$ cat src/hw/rtl/mlg_pkg.sv
`timescale 1ns / 1ps
package mlg_pkg;

	localparam int MAX_FEATURES = 16;
	localparam int MAX_SAMPLES  = 65536;
	localparam int DATA_WIDTH   = 16;

	localparam int IDX_W   = $clog2(MAX_FEATURES);
	localparam int NCNT_W  = $clog2(MAX_FEATURES + 1);
	localparam int CFG_W   = 7;
	localparam int ERR_W   = DATA_WIDTH + 1;
	localparam int PROD_W  = 2 * DATA_WIDTH + 2;
	localparam int GRAD_W  = 50;
	localparam int SQ_W    = 49;
	localparam int ESUM_W  = 34;
	localparam int CNT_W   = 17;
	localparam int BIAS_W  = 35;
	localparam int WIDX_W  = 6;
	localparam int STAT_W  = 2;
	localparam int DIVQ_W  = GRAD_W + 1;

	localparam logic [STAT_W-1:0] ST_OK       = 2'd0;
	localparam logic [STAT_W-1:0] ST_MIDROW   = 2'd1;
	localparam logic [STAT_W-1:0] ST_OVERFLOW = 2'd2;

	typedef enum logic [3:0] {
		S_IDLE,
		S_ACC,
		S_LOSS_GO,
		S_LOSS_WAIT,
		S_BIAS_GO,
		S_BIAS_WAIT,
		S_RD,
		S_WG_GO,
		S_WG_WAIT
	} state_t;

	// Request to the shared divider.
	typedef struct packed {
		logic              go;
		logic [DIVQ_W-1:0] dividend;
		logic [CNT_W-1:0]  divisor;
	} div_req_t;

endpackage

$ cat src/hw/rtl/mlg_ram.sv
`timescale 1ns / 1ps
module mlg_ram #(
	parameter int WIDTH = 8,
	parameter int DEPTH = 16
) (
	input  logic                     clk,
	input  logic                     we,
	input  logic [$clog2(DEPTH)-1:0] waddr,
	input  logic [WIDTH-1:0]         wdata,
	input  logic                     re,
	input  logic [$clog2(DEPTH)-1:0] raddr,
	output logic [WIDTH-1:0]         rdata
);

	logic [WIDTH-1:0] mem [DEPTH];

	// One write port and one registered read port.
	always_ff @(posedge clk) begin
		if (we) begin
			mem[waddr] <= wdata;
		end
		if (re) begin
			rdata <= mem[raddr];
		end
	end

endmodule

$ cat src/hw/rtl/mlg_divider.sv
`timescale 1ns / 1ps
module mlg_divider (
	input  logic                      clk,
	input  logic                      arst_n,
	input  mlg_pkg::div_req_t         req,
	output logic                      done,
	output logic [mlg_pkg::DIVQ_W-1:0] quotient
);

	localparam int STEP_W = $clog2(mlg_pkg::DIVQ_W + 1);

	logic [mlg_pkg::DIVQ_W-1:0] dq_q;
	logic [mlg_pkg::CNT_W-1:0]  rem_q;
	logic [mlg_pkg::CNT_W-1:0]  div_q;
	logic [STEP_W-1:0]          step_q;
	logic                       run_q;
	logic                       done_q;
	logic [mlg_pkg::CNT_W:0]    trial;
	logic [mlg_pkg::CNT_W:0]    diff;
	logic                       fits;

	// One restoring step: bring down the next dividend bit and try the subtract.
	always_comb begin
		trial = {rem_q, dq_q[mlg_pkg::DIVQ_W-1]};
		diff  = trial - {1'b0, div_q};
		fits  = (trial >= {1'b0, div_q});
	end

	// Control of the iteration, one quotient bit per cycle.
	always_ff @(posedge clk or negedge arst_n) begin
		if (!arst_n) begin
			run_q  <= 1'b0;
			done_q <= 1'b0;
			step_q <= '0;
		end else begin
			done_q <= run_q && !req.go && (step_q == STEP_W'(1));
			if (req.go) begin
				run_q  <= 1'b1;
				step_q <= STEP_W'(mlg_pkg::DIVQ_W);
			end else if (run_q) begin
				step_q <= step_q - 1'b1;
				if (step_q == STEP_W'(1)) begin
					run_q <= 1'b0;
				end
			end
		end
	end

	// Shared dividend and quotient register, remainder register.
	always_ff @(posedge clk) begin
		if (req.go) begin
			dq_q  <= req.dividend;
			rem_q <= '0;
			div_q <= req.divisor;
		end else if (run_q) begin
			dq_q  <= {dq_q[mlg_pkg::DIVQ_W-2:0], fits};
			rem_q <= fits ? diff[mlg_pkg::CNT_W-1:0] : trial[mlg_pkg::CNT_W-1:0];
		end
	end

	assign done     = done_q;
	assign quotient = dq_q;

endmodule

$ cat src/hw/rtl/mse_loss_and_gradient.sv
`timescale 1ns / 1ps
// Mean squared error loss and gradient unit. Each item is one feature element of a
// sample row; an item is taken when start is high and busy is low, and each item
// holds busy while its feature accumulator is read, updated and written back in
// the accumulator memory, so the block takes no new item before that write-back.
// The item flagged batch_end then starts the result pass: the loss and the bias
// gradient are divided by the sample count first, and then each feature's
// accumulator is read and divided. Each division runs 51 steps on the shared
// bit-serial divider, and busy stays high for the whole result pass.
// Results come out one per feature, each on the ports for a single cycle with
// out_strobe high; the receiver cannot stall them and must take every one.
// Accumulators are cleared through per-entry valid bits, with no clearing pass.
module mse_loss_and_gradient (
	input  logic                              clk,
	input  logic                              arst_n,
	input  logic                              cfg_we,
	input  logic [mlg_pkg::CFG_W-1:0]         cfg_data,
	input  logic                              start,
	output logic                              busy,
	input  logic signed [mlg_pkg::DATA_WIDTH-1:0] target,
	input  logic signed [mlg_pkg::DATA_WIDTH-1:0] predicted,
	input  logic signed [mlg_pkg::DATA_WIDTH-1:0] x_value,
	input  logic                              batch_end,
	output logic                              out_strobe,
	output logic [mlg_pkg::WIDX_W-1:0]        weight_index,
	output logic signed [mlg_pkg::GRAD_W-1:0] weight_grad,
	output logic [mlg_pkg::SQ_W-1:0]          loss,
	output logic signed [mlg_pkg::BIAS_W-1:0] bias_grad,
	output logic [mlg_pkg::STAT_W-1:0]        status,
	output logic                              last
);

	localparam int NF = mlg_pkg::MAX_FEATURES;
	localparam int IW = mlg_pkg::IDX_W;
	localparam int NW = mlg_pkg::NCNT_W;

	mlg_pkg::state_t state_q, state_d;

	logic [mlg_pkg::CFG_W-1:0]      num_features_q;
	logic [NW-1:0]                  n_eff;
	logic [IW-1:0]                  feature_pos_q;
	logic [IW-1:0]                  pos_eff;
	logic [mlg_pkg::STAT_W-1:0]     fault_code_q;
	logic [mlg_pkg::CNT_W-1:0]      sample_count_q;
	logic [mlg_pkg::SQ_W-1:0]       sq_err_sum_q;
	logic signed [mlg_pkg::ESUM_W-1:0] err_sum_q;
	logic [NF-1:0]                  valid_q;
	logic                           accept;
	logic                           row_start;
	logic                           do_row;
	logic                           set_fault;

	logic signed [mlg_pkg::ERR_W-1:0]      err_s1;
	logic signed [mlg_pkg::DATA_WIDTH-1:0] x_s1;
	logic [IW-1:0]                  pos_s1;
	logic                           end_s1;
	logic                           acc_en_s1;
	logic                           row_s1;
	logic                           midrow_q;
	logic [mlg_pkg::STAT_W-1:0]     stat_q;

	logic [IW-1:0]                  k_q;
	logic                           bias_neg_q;
	logic                           wg_neg_q;
	logic [mlg_pkg::SQ_W-1:0]       loss_q;
	logic signed [mlg_pkg::BIAS_W-1:0] bias_q;

	logic                           ram_we;
	logic                           ram_re;
	logic [IW-1:0]                  ram_raddr;
	logic [mlg_pkg::GRAD_W-1:0]     ram_wdata;
	logic [mlg_pkg::GRAD_W-1:0]     ram_rdata;
	logic signed [mlg_pkg::GRAD_W-1:0] grad_old;

	logic signed [mlg_pkg::PROD_W-1:0] prod_ex;
	logic signed [mlg_pkg::PROD_W-1:0] prod_ee;

	logic signed [mlg_pkg::BIAS_W:0]   bias_v;
	logic [mlg_pkg::BIAS_W:0]          bias_mag;
	logic signed [mlg_pkg::DIVQ_W:0]   wg_v;
	logic [mlg_pkg::DIVQ_W:0]          wg_mag;
	logic [mlg_pkg::DIVQ_W:0]          q_signed;

	mlg_pkg::div_req_t              div_req;
	logic                           div_done;
	logic [mlg_pkg::DIVQ_W-1:0]     div_quot;
	logic                           m_zero;
	logic                           k_last;

	// Effective row length and position.
	always_comb begin
		if (num_features_q == '0) begin
			n_eff = NW'(1);
		end else if (num_features_q > mlg_pkg::CFG_W'(NF)) begin
			n_eff = NW'(NF);
		end else begin
			n_eff = num_features_q[NW-1:0];
		end
		pos_eff   = ({1'b0, feature_pos_q} >= n_eff) ? '0 : feature_pos_q;
		accept    = start && (state_q == mlg_pkg::S_IDLE);
		row_start = (fault_code_q != mlg_pkg::ST_OVERFLOW) && (pos_eff == '0);
		set_fault = row_start &&
			(sample_count_q >= mlg_pkg::CNT_W'(mlg_pkg::MAX_SAMPLES));
		do_row    = row_start && !set_fault;
		m_zero    = (sample_count_q == '0);
		k_last    = ({1'b0, k_q} == n_eff - 1'b1);
	end

	// Accumulator memory access.
	always_comb begin
		grad_old  = valid_q[pos_s1] ? ram_rdata : '0;
		prod_ex   = mlg_pkg::PROD_W'(err_s1) * mlg_pkg::PROD_W'(x_s1);
		prod_ee   = mlg_pkg::PROD_W'(err_s1) * mlg_pkg::PROD_W'(err_s1);
		ram_we    = (state_q == mlg_pkg::S_ACC) && acc_en_s1;
		ram_wdata = grad_old + mlg_pkg::GRAD_W'(prod_ex);
		ram_re    = accept || (state_q == mlg_pkg::S_RD);
		ram_raddr = (state_q == mlg_pkg::S_RD) ? k_q : pos_eff;
	end

	mlg_ram #(
		.WIDTH(mlg_pkg::GRAD_W),
		.DEPTH(NF)
	) u_ram (
		.clk  (clk),
		.we   (ram_we),
		.waddr(pos_s1),
		.wdata(ram_wdata),
		.re   (ram_re),
		.raddr(ram_raddr),
		.rdata(ram_rdata)
	);

	// Signed dividends, taken apart into sign and magnitude.
	always_comb begin
		bias_v   = -((mlg_pkg::BIAS_W + 1)'(err_sum_q) <<< 1);
		bias_mag = bias_v[mlg_pkg::BIAS_W] ? (mlg_pkg::BIAS_W + 1)'(-bias_v)
			: (mlg_pkg::BIAS_W + 1)'(bias_v);
		wg_v     = -((mlg_pkg::DIVQ_W + 1)'(signed'(valid_q[k_q] ? ram_rdata : '0)) <<< 1);
		wg_mag   = wg_v[mlg_pkg::DIVQ_W] ? (mlg_pkg::DIVQ_W + 1)'(-wg_v)
			: (mlg_pkg::DIVQ_W + 1)'(wg_v);
		div_req.divisor = sample_count_q;
		div_req.go = (state_q == mlg_pkg::S_LOSS_GO) || (state_q == mlg_pkg::S_BIAS_GO) ||
			(state_q == mlg_pkg::S_WG_GO);
		case (state_q)
			mlg_pkg::S_LOSS_GO: div_req.dividend = mlg_pkg::DIVQ_W'(sq_err_sum_q);
			mlg_pkg::S_BIAS_GO: div_req.dividend = mlg_pkg::DIVQ_W'(bias_mag);
			default:            div_req.dividend = wg_mag[mlg_pkg::DIVQ_W-1:0];
		endcase
	end

	mlg_divider u_div (
		.clk     (clk),
		.arst_n  (arst_n),
		.req     (div_req),
		.done    (div_done),
		.quotient(div_quot)
	);

	// Quotient with the sign of the current division.
	always_comb begin
		q_signed = {1'b0, div_quot};
		if ((state_q == mlg_pkg::S_BIAS_WAIT) ? bias_neg_q : wg_neg_q) begin
			q_signed = -{1'b0, div_quot};
		end
	end

	// Next state.
	always_comb begin
		state_d = state_q;
		unique case (state_q)
			mlg_pkg::S_IDLE:      if (accept) state_d = mlg_pkg::S_ACC;
			mlg_pkg::S_ACC:       state_d = end_s1 ? mlg_pkg::S_LOSS_GO : mlg_pkg::S_IDLE;
			mlg_pkg::S_LOSS_GO:   state_d = mlg_pkg::S_LOSS_WAIT;
			mlg_pkg::S_LOSS_WAIT: if (div_done) state_d = mlg_pkg::S_BIAS_GO;
			mlg_pkg::S_BIAS_GO:   state_d = mlg_pkg::S_BIAS_WAIT;
			mlg_pkg::S_BIAS_WAIT: if (div_done) state_d = mlg_pkg::S_RD;
			mlg_pkg::S_RD:        state_d = mlg_pkg::S_WG_GO;
			mlg_pkg::S_WG_GO:     state_d = mlg_pkg::S_WG_WAIT;
			mlg_pkg::S_WG_WAIT: begin
				if (div_done) state_d = k_last ? mlg_pkg::S_IDLE : mlg_pkg::S_RD;
			end
			default:              state_d = mlg_pkg::S_IDLE;
		endcase
	end

	always_ff @(posedge clk or negedge arst_n) begin
		if (!arst_n) begin
			state_q <= mlg_pkg::S_IDLE;
		end else begin
			state_q <= state_d;
		end
	end

	// Batch state and result control.
	always_ff @(posedge clk or negedge arst_n) begin
		if (!arst_n) begin
			num_features_q <= mlg_pkg::CFG_W'(1);
			feature_pos_q  <= '0;
			fault_code_q   <= mlg_pkg::ST_OK;
			sample_count_q <= '0;
			sq_err_sum_q   <= '0;
			err_sum_q      <= '0;
			valid_q        <= '0;
			k_q            <= '0;
			out_strobe     <= 1'b0;
		end else begin
			out_strobe <= (state_q == mlg_pkg::S_WG_WAIT) && div_done;
			if (cfg_we) begin
				num_features_q <= cfg_data;
			end
			if (accept) begin
				feature_pos_q <= ({1'b0, pos_eff} + 1'b1 >= n_eff) ? '0 : pos_eff + 1'b1;
				if (set_fault) begin
					fault_code_q <= mlg_pkg::ST_OVERFLOW;
				end
				if (do_row) begin
					sample_count_q <= sample_count_q + 1'b1;
				end
			end
			if (state_q == mlg_pkg::S_ACC) begin
				if (acc_en_s1) begin
					valid_q[pos_s1] <= 1'b1;
				end
				if (row_s1) begin
					sq_err_sum_q <= sq_err_sum_q + mlg_pkg::SQ_W'(prod_ee);
					err_sum_q    <= err_sum_q + mlg_pkg::ESUM_W'(err_s1);
				end
				k_q <= '0;
			end
			if ((state_q == mlg_pkg::S_WG_WAIT) && div_done) begin
				k_q <= k_q + 1'b1;
				if (k_last) begin
					feature_pos_q  <= '0;
					fault_code_q   <= mlg_pkg::ST_OK;
					sample_count_q <= '0;
					sq_err_sum_q   <= '0;
					err_sum_q      <= '0;
					valid_q        <= '0;
				end
			end
		end
	end

	// Item and result payload registers.
	always_ff @(posedge clk) begin
		if (accept) begin
			err_s1    <= mlg_pkg::ERR_W'(target) - mlg_pkg::ERR_W'(predicted);
			x_s1      <= x_value;
			pos_s1    <= pos_eff;
			end_s1    <= batch_end;
			row_s1    <= do_row;
			acc_en_s1 <= (fault_code_q != mlg_pkg::ST_OVERFLOW) && !set_fault;
			midrow_q  <= ({1'b0, pos_eff} != n_eff - 1'b1);
		end
		if (state_q == mlg_pkg::S_ACC) begin
			stat_q <= (fault_code_q == mlg_pkg::ST_OVERFLOW) ? mlg_pkg::ST_OVERFLOW
				: (midrow_q ? mlg_pkg::ST_MIDROW : mlg_pkg::ST_OK);
		end
		if ((state_q == mlg_pkg::S_LOSS_WAIT) && div_done) begin
			loss_q <= m_zero ? '0 : div_quot[mlg_pkg::SQ_W-1:0];
		end
		if (state_q == mlg_pkg::S_BIAS_GO) begin
			bias_neg_q <= bias_v[mlg_pkg::BIAS_W];
		end
		if ((state_q == mlg_pkg::S_BIAS_WAIT) && div_done) begin
			bias_q <= m_zero ? '0 : q_signed[mlg_pkg::BIAS_W-1:0];
		end
		if (state_q == mlg_pkg::S_WG_GO) begin
			wg_neg_q <= wg_v[mlg_pkg::DIVQ_W];
		end
		if ((state_q == mlg_pkg::S_WG_WAIT) && div_done) begin
			weight_index <= mlg_pkg::WIDX_W'(k_q);
			weight_grad  <= m_zero ? '0 : q_signed[mlg_pkg::GRAD_W-1:0];
			loss         <= loss_q;
			bias_grad    <= bias_q;
			status       <= stat_q;
			last         <= k_last;
		end
	end

	assign busy = (state_q != mlg_pkg::S_IDLE);

endmodule

$ cat config.mk
export PLATFORM = sky130hd
export DESIGN_NAME = mse_loss_and_gradient
export DESIGN_NICKNAME = d
export VERILOG_FILES = /design/src/hw/rtl/mlg_pkg.sv /design/src/hw/rtl/mlg_ram.sv /design/src/hw/rtl/mlg_divider.sv /design/src/hw/rtl/mse_loss_and_gradient.sv
export SDC_FILE = /design/constraint.sdc
export NUM_CORES = 2
export LEC_CHECK = 0
export BUFFER_PORTS_ARGS = -buffer_cell sky130_fd_sc_hd__buf_2
export CAP_MARGIN = 0
export CORE_AREA = 2 2 572 346
export DETAILED_ROUTE_END_ITERATION = 7
export DIE_AREA = 0 0 574 348
export PLACE_DENSITY = 0.66
export SYNTH_ARGS = -nofsm -noshare
export SYNTH_HDL_FRONTEND = slang
export SYNTH_SLANG_ARGS = --single-unit
$ cat constraint.sdc
create_clock -name clk -period 10.5 [get_ports clk]
set_input_delay 0 -clock clk [delete_from_list [all_inputs] [get_ports clk]]
set_output_delay 0 -clock clk [all_outputs]
set_load 0.05 [all_outputs]
After elaboration in Yosys (flattened, before gate mapping)
Memory sizes are Yosys's and may differ from the RTL's. A register that Yosys moved wholly into a read port is not among the register bits.
Index checks and enable logic that the tools add are counted.
{"block": "word_totals", "mem_bits_rw": 800, "inputBits": 60, "memories": 1, "reg_bits": 501, "out_inout_bits": 145}
{"name": "u_ram.mem", "depth": 16, "word_bits": 50, "rd": 1, "rd_ports_with_merged_regs": 1, "wr": 1, "line": "mlg_ram.sv:15", "rtl": "logic [WIDTH-1:0] mem [DEPTH];"}
{"block": "classes", "mul": 2, "add_sub_neg": 16, "bitwise_logic": 1, "eq_ne": 17, "n_lt_le_gt_ge": 8, "n_reduce_logical": 25, "muxes": 61}
{"op": "$mux 49", "n": 4}
{"op": "$mux 51", "n": 3}
{"op": "$mux 50", "n": 3}
{"op": "$mux 34", "n": 4}
{"op": "$pmux 51 s2", "n": 1}
{"op": "$mux 17", "n": 5}
{"op": "$mux 16", "n": 4}
{"op": "$neg 51->52", "n": 1}
{"op": "$neg 51->51", "n": 1}
{"op": "$add 50x33->50", "n": 1}
{"op": "$neg 50->50", "n": 1}
{"op": "$add 49x49->49", "n": 1}
{"op": "$mux 4", "n": 12}
{"op": "$mux 36", "n": 1}
{"op": "$neg 35->36", "n": 1}
{"op": "$neg 36->36", "n": 1}
{"op": "$pmux 4 s9", "n": 1}
{"op": "$add 34x17->34", "n": 1}
{"op": "$mul 17x17->34", "n": 1}
{"op": "$mul 17x16->33", "n": 1}
{"op": "$ge 18x17->1", "n": 1}
{"op": "$add 17x1->17 const B", "n": 1}
{"op": "$ge 17x17->1 const B", "n": 1}
{"op": "$logic_not 17->1", "n": 1}
{"op": "other kinds (37)", "n": 78}

Logic depth before layout (Yosys ltp)
{"block": "logic_depth", "depth_word": 14, "depth_mapped": 40, "ltp_nobuf": 37}

Hierarchy
Synthesis repeated with hierarchy kept, for this count alone.
{"block": "unflattened", "cells_unflattened": 7102, "hier_area_um2": 86650.6}
{"mod": "mse_loss_and_gradient", "cells_each": 5401, "seq_area_each_um2": 11562.3, "area_per_inst_um2": 50312.0, "n_inst": 1}
{"mod": "mlg_ram", "cells_each": 1294, "seq_area_each_um2": 25524.5, "area_per_inst_um2": 31411.4, "n_inst": 1}
{"mod": "mlg_divider", "cells_each": 407, "seq_area_each_um2": 2582.5, "area_per_inst_um2": 4927.2, "n_inst": 1}

Least setup slack after synthesis
No wires, ideal clock.
{"block": "synth_timing", "kind": "reg-to-reg", "from": "register err_s1[16] in the netlist's numbering", "to": "register sq_err_sum_q[47] in the netlist's numbering", "slack_ns": 0.861, "arrival_time_ns": 9.545, "required_time_ns": 10.406, "setup_ns": 0.094, "stages_incl_launch_ff": 34, "path_buffers": 2, "cell_sequence": "edfxtp_1 > clkbuf_1 > clkbuf_1 > nand2_1 > fa_1 > inv_1 > fa_1 > fa_1 > fa_1 > fa_1 > inv_1 > fa_1 > inv_1 > ha_1 > nor2_1 > nand2_1 > o21ai_0 > a21oi_1 > a41o_1 > o41a_1 > xnor2_1 > ha_1 > a21o_1 > a21o_1 > a21o_1 > a21o_1 > a21oi_1 > nor2b_1 > nor3_1 > o21a_1 > o21ai_0 > a221oi_1 > xor2_1 > a211oi_1"}
{"block": "synth_via", "elab_chain_len": 6}
{"item": "start: declaration", "line": "mse_loss_and_gradient.sv:53", "rtl": "logic signed [mlg_pkg::ERR_W-1:0] err_s1;"}
{"item": "start signal: assignment", "line": "mse_loss_and_gradient.sv:247", "rtl": "err_s1 <= mlg_pkg::ERR_W'(target) - mlg_pkg::ERR_W'(predicted);"}
{"item": "$mul 17x17->34 *", "line": "mse_loss_and_gradient.sv:113", "rtl": "prod_ee = mlg_pkg::PROD_W'(err_s1) * mlg_pkg::PROD_W'(err_s1);"}
{"item": "$add 49x49->49 *", "line": "mse_loss_and_gradient.sv:225", "rtl": "sq_err_sum_q <= sq_err_sum_q + mlg_pkg::SQ_W'(prod_ee);"}
{"item": "$mux 49 *", "line": "mse_loss_and_gradient.sv:224", "rtl": "if (row_s1) begin"}
{"item": "$mux 49 *", "line": "mse_loss_and_gradient.sv:220", "rtl": "if (state_q == mlg_pkg::S_ACC) begin"}
{"item": "$mux 49", "line": "mse_loss_and_gradient.sv:232", "rtl": "if (k_last) begin"}
{"item": "$mux 49 *", "line": "mse_loss_and_gradient.sv:230", "rtl": "if ((state_q == mlg_pkg::S_WG_WAIT) && div_done) begin"}
{"item": "end signal: assignment", "line": "mse_loss_and_gradient.sv:225"}
{"item": "end: declaration", "line": "mse_loss_and_gradient.sv:45", "rtl": "logic [mlg_pkg::SQ_W-1:0] sq_err_sum_q;"}
Every way passes the cells marked *; elsewhere a longest branch is shown, timed or not.
A chain may end at the register's enable or synchronous reset.

Worst setup path after layout
{"block": "layout_timing", "from": "register err_s1[5] in the netlist's numbering", "to": "register sq_err_sum_q[47] in the netlist's numbering"}
The elaborated chain is that of the path after synthesis.

==> summary.txt <==
Worst setup path
  • Type of origin of the critical path: flip-flop
  • Worst setup EP type: flip-flop
  • Setup Crit Path Kind: flip-flop to flip-flop
  • CP arrival: 10570 ps
  • Worst-path fanout max: 14
  • Most used cell, CP: fa_1
  • CP max-delay cell: edfxtp_1
  • Critical Path RT: 11170 ps
  • Slowest stage delay, CP: 650 ps

Pwr
  • PwrDens: ~110 nW/um^2
  • Peak VDD IR: 0.148 mV
  • Leak Pwr: approximately 40 nW

Floorplan
  • I/O Pins: 205
  • Width of the chip: 574 um
  • Area of the core: 195000 um^2
  • Die ar.: roughly 200000 um^2
  • Row Count: 126
  • Die Ht: 348 um
  • Initial Utilization: 44.7%

Yosys
  • Post-synthesis cell area: between 80000 and 90000 um^2
  • Asr flop ratio synth: 10.8%
  • Synth top area cells: edfxtp_1, fa_1, nand2_1, ha_1, dfrtp_1
  • Yosys top cell by area: edfxtp_1
  • Seq/Total Area, Yosys: a little under half
  • Syn_area_per_cell: ~11 um^2
  • Post-synth top area share: between 40% and 50%
  • Most used flip-flop cell after synthesis: edfxtp_1
  • Yosys cell types: 90
  • Number of synthesized flops with an enable pin: 1188
  • Yosys synthesis warning count: 0
  • Synth Register Bits: 1351
  • Cells after Synth: roughly 8000

Detailed routing
  • Drt pass-1 iters: 6
  • Final wirelength: 249 mm
  • Post-route ant nets: 0
  • Via count: 62500
  • Wirelength per Cell: 22.5 um
  • # DRC: 0
  • Iter 0 DRT Violations: roughly 7200
  • Via-per-instance ratio: around 5.7

Timing
  • Final Max Tran Viols: 0
  • Least-Margin Pin Slew: about 1300 ps
  • Hold_ws: between 40 and 50 ps
  • # setup viols final: 0
  • Unrepaired setup endpoints after global routing: false
  • Minimum clock period: 9900 ps
  • Rel. slew slack: between 10% and 20%
  • Worst clock skew: 72.0 ps
  • Fmax: 0.101 GHz
  • Final hold vios: 0
  • Final period util: 94.3%
  • Setup tns final: 0 ps

Finish
  • Share of layout cells above drive strength 1: under 10%
  • Area growth from synthesis to layout: 10.7%
  • Net count, final: 9387

GRT
  • Largest net degree at the start of global routing: 164
  • Total GRT Usage: around a quarter
  • GRT Residual Overflow: 0
  • Via count of the first global-routing pass: 60800
  • First-pass GRT wire length: between 300 and 400 mm
  • Antenna violations before repair: 16

Clock tree
  • CTS Buffer Depth: 3
  • Total CTS buffers: 119
  • Worst-path clk slew: 70 ps
  • Clock Sink Count: approximately 1400
  • CTS tree: yes
  • CTS Root Cell: clkbuf_16
  • Clk Latency, worst-skew pair: 770 ps
  • H-tree depth: 3

Placed design
  • Hpwl dp: 171 mm
  • GPL Wtd Cong: slightly above 0.9
  • I/O Buffers: 202

Worst hold path
  • Worst Hold Class: primary input to flip-flop

Flow run
  • Max-cap violations: 0

Status
  • Status: complete, no violations
==> worst max-delay path: cells and delay by family (launching register included) <==
kind | cells | cell delay (ps)
xor+xnor | 2 | 300
fa+ha+maj | 8 | 3720
compound gates | 14 | 2970
simple gates | 6 | 1270
buf+inv | 7 | 910
flops | 1 | 650
==> power breakdown <==
part	switching, mW	leakage [nW]	total, mW	internal (mW)
Sequential	0.00274	12.4	5.77	5.77
Combinational	0.0709	24.9	0.140	0.0689
Clock	2.11	1.95	4.53	2.42
Total	2.18	39.2	10.4	8.26
==> metal layers <==
| layer | track usage [%] | part of all wire, % | vias to the layer above |
|---|---|---|---|
| met1 | 37.8 | 46 | 31100 |
| met5 | 0.646 | 0.14 | - |
| met4 | 4.32 | 1.7 | 24 |
| li1 | - | - | 28300 |
| met2 | 34.0 | 41 | 2833 |
| met3 | 7.98 | 12 | 292 |
==> cells in the final DEF, fill, tap and decap left out, types with 35 or more instances in the layout <==
master	synthesis	routed
clkbuf_16	0	121
fa_1	650	649
nor4_1	38	37
nand2_1	1375	1373
and3_1	130	130
a311oi_1	153	153
a31oi_1	95	95
and2_1	276	274
xnor2_1	243	240
or3_1	44	44
dlygate4sd3_1	0	101
a21o_1	91	91
o21a_1	37	35
nor3_1	97	90
nor2_1	391	377
dfrtp_1	145	145
xor2_1	122	122
buf_4	2	151
a21oi_1	397	395
nand2b_1	54	54
nand3_1	270	270
nor2b_1	49	49
ha_1	368	368
inv_1	816	814
a211oi_1	35	35
o21ai_0	186	183
edfxtp_1	1188	1188
buf_2	3	201
==> area by class of cell <==
type / instances / area (um^2)
fill: 17400 / 98700
tap: 2624 / 3280
clock buffer: 147 / 3210
antenna: 2 / 5.00
clock inverter: 78 / 778
sequential: 1351 / 39700
multi-input combinational: 5551 / 43100
timing repair buffer: 463 / 3350
inverter: 823 / 3090
==> registers in the layout, summed over array words and instances (netlist names), 35 cells and up <==
register        cells
loss_q             49
weight_grad        50
bias_q             35
u_div.quotient     51
u_ram.rdata        50
loss               49
sq_err_sum_q       49
bias_grad          35
u_ram.mem         800
==> Yosys cell counts, types with 37 or more instances <==
cell type  count
o21a_1        37
nor3_1        97
nand2b_1      54
nor2_1       391
nand2_1     1375
edfxtp_1    1188
o21ai_0      186
clkbuf_1     382
inv_1        816
dfrtp_1      145
a311oi_1     153
and2_1       276
nor4_1        38
xnor2_1      243
nor2b_1       49
fa_1         650
and3_1       130
ha_1         368
a21oi_1      397
nand3_1      270
a21o_1        91
a31oi_1       95
or3_1         44
xor2_1       122
==> logic make-up after synthesis <==
family,Yosys count,share of synthesized area (%)
xor gates and xnor gates,365,3.67
DFF,1351,45.5
buffers and inverters,1238,5.37
and+or+nand+nor,2843,15.0
muxes,42,0.640
adders and majority gates,1018,20.2
other,1,0.00430
AOI/OAI and AO/OA,1281,9.60
==> path summary, 6_finish.rpt <==
check / from / end / slack (ps) / cells after the start
setup / recovery: err_s1[5] / sq_err_sum_q[47] / 600 / 37
hold / removal: x_value[1] / x_s1[1] / 40 / 2
setup reg to reg: err_s1[5] / sq_err_sum_q[47] / 600 / 37
hold reg to reg: loss_q[2] / loss[2] / 420 / 0
max in group asynchronous: arst_n / err_sum_q[18] / 8650 / 5
min in group asynchronous: arst_n / num_features_q[0] / 300 / 3
==> per-stage QoR <==
stage	utilization (%)	std cells	setup slack, ps	total power, mW	instance area [um^2]
floorplan	-	8140	861	5.93	87200
global placement	46.8	10700	689	5.97	91400
detailed placement	46.8	10700	531	5.98	91400
CTS	49.4	11000	480	10.5	96400
global route	49.4	11000	28.0	10.7	96500
finish	49.4	11000	598	10.4	96500
==> repair_timing <==
item,CTS,global route
hold endpoints to repair,137,0
buffers inserted,0,8
setup endpoints to repair,0,2
resized for setup,0,3
hold buffers,102,0
Power figures use the tool's default switching activity.
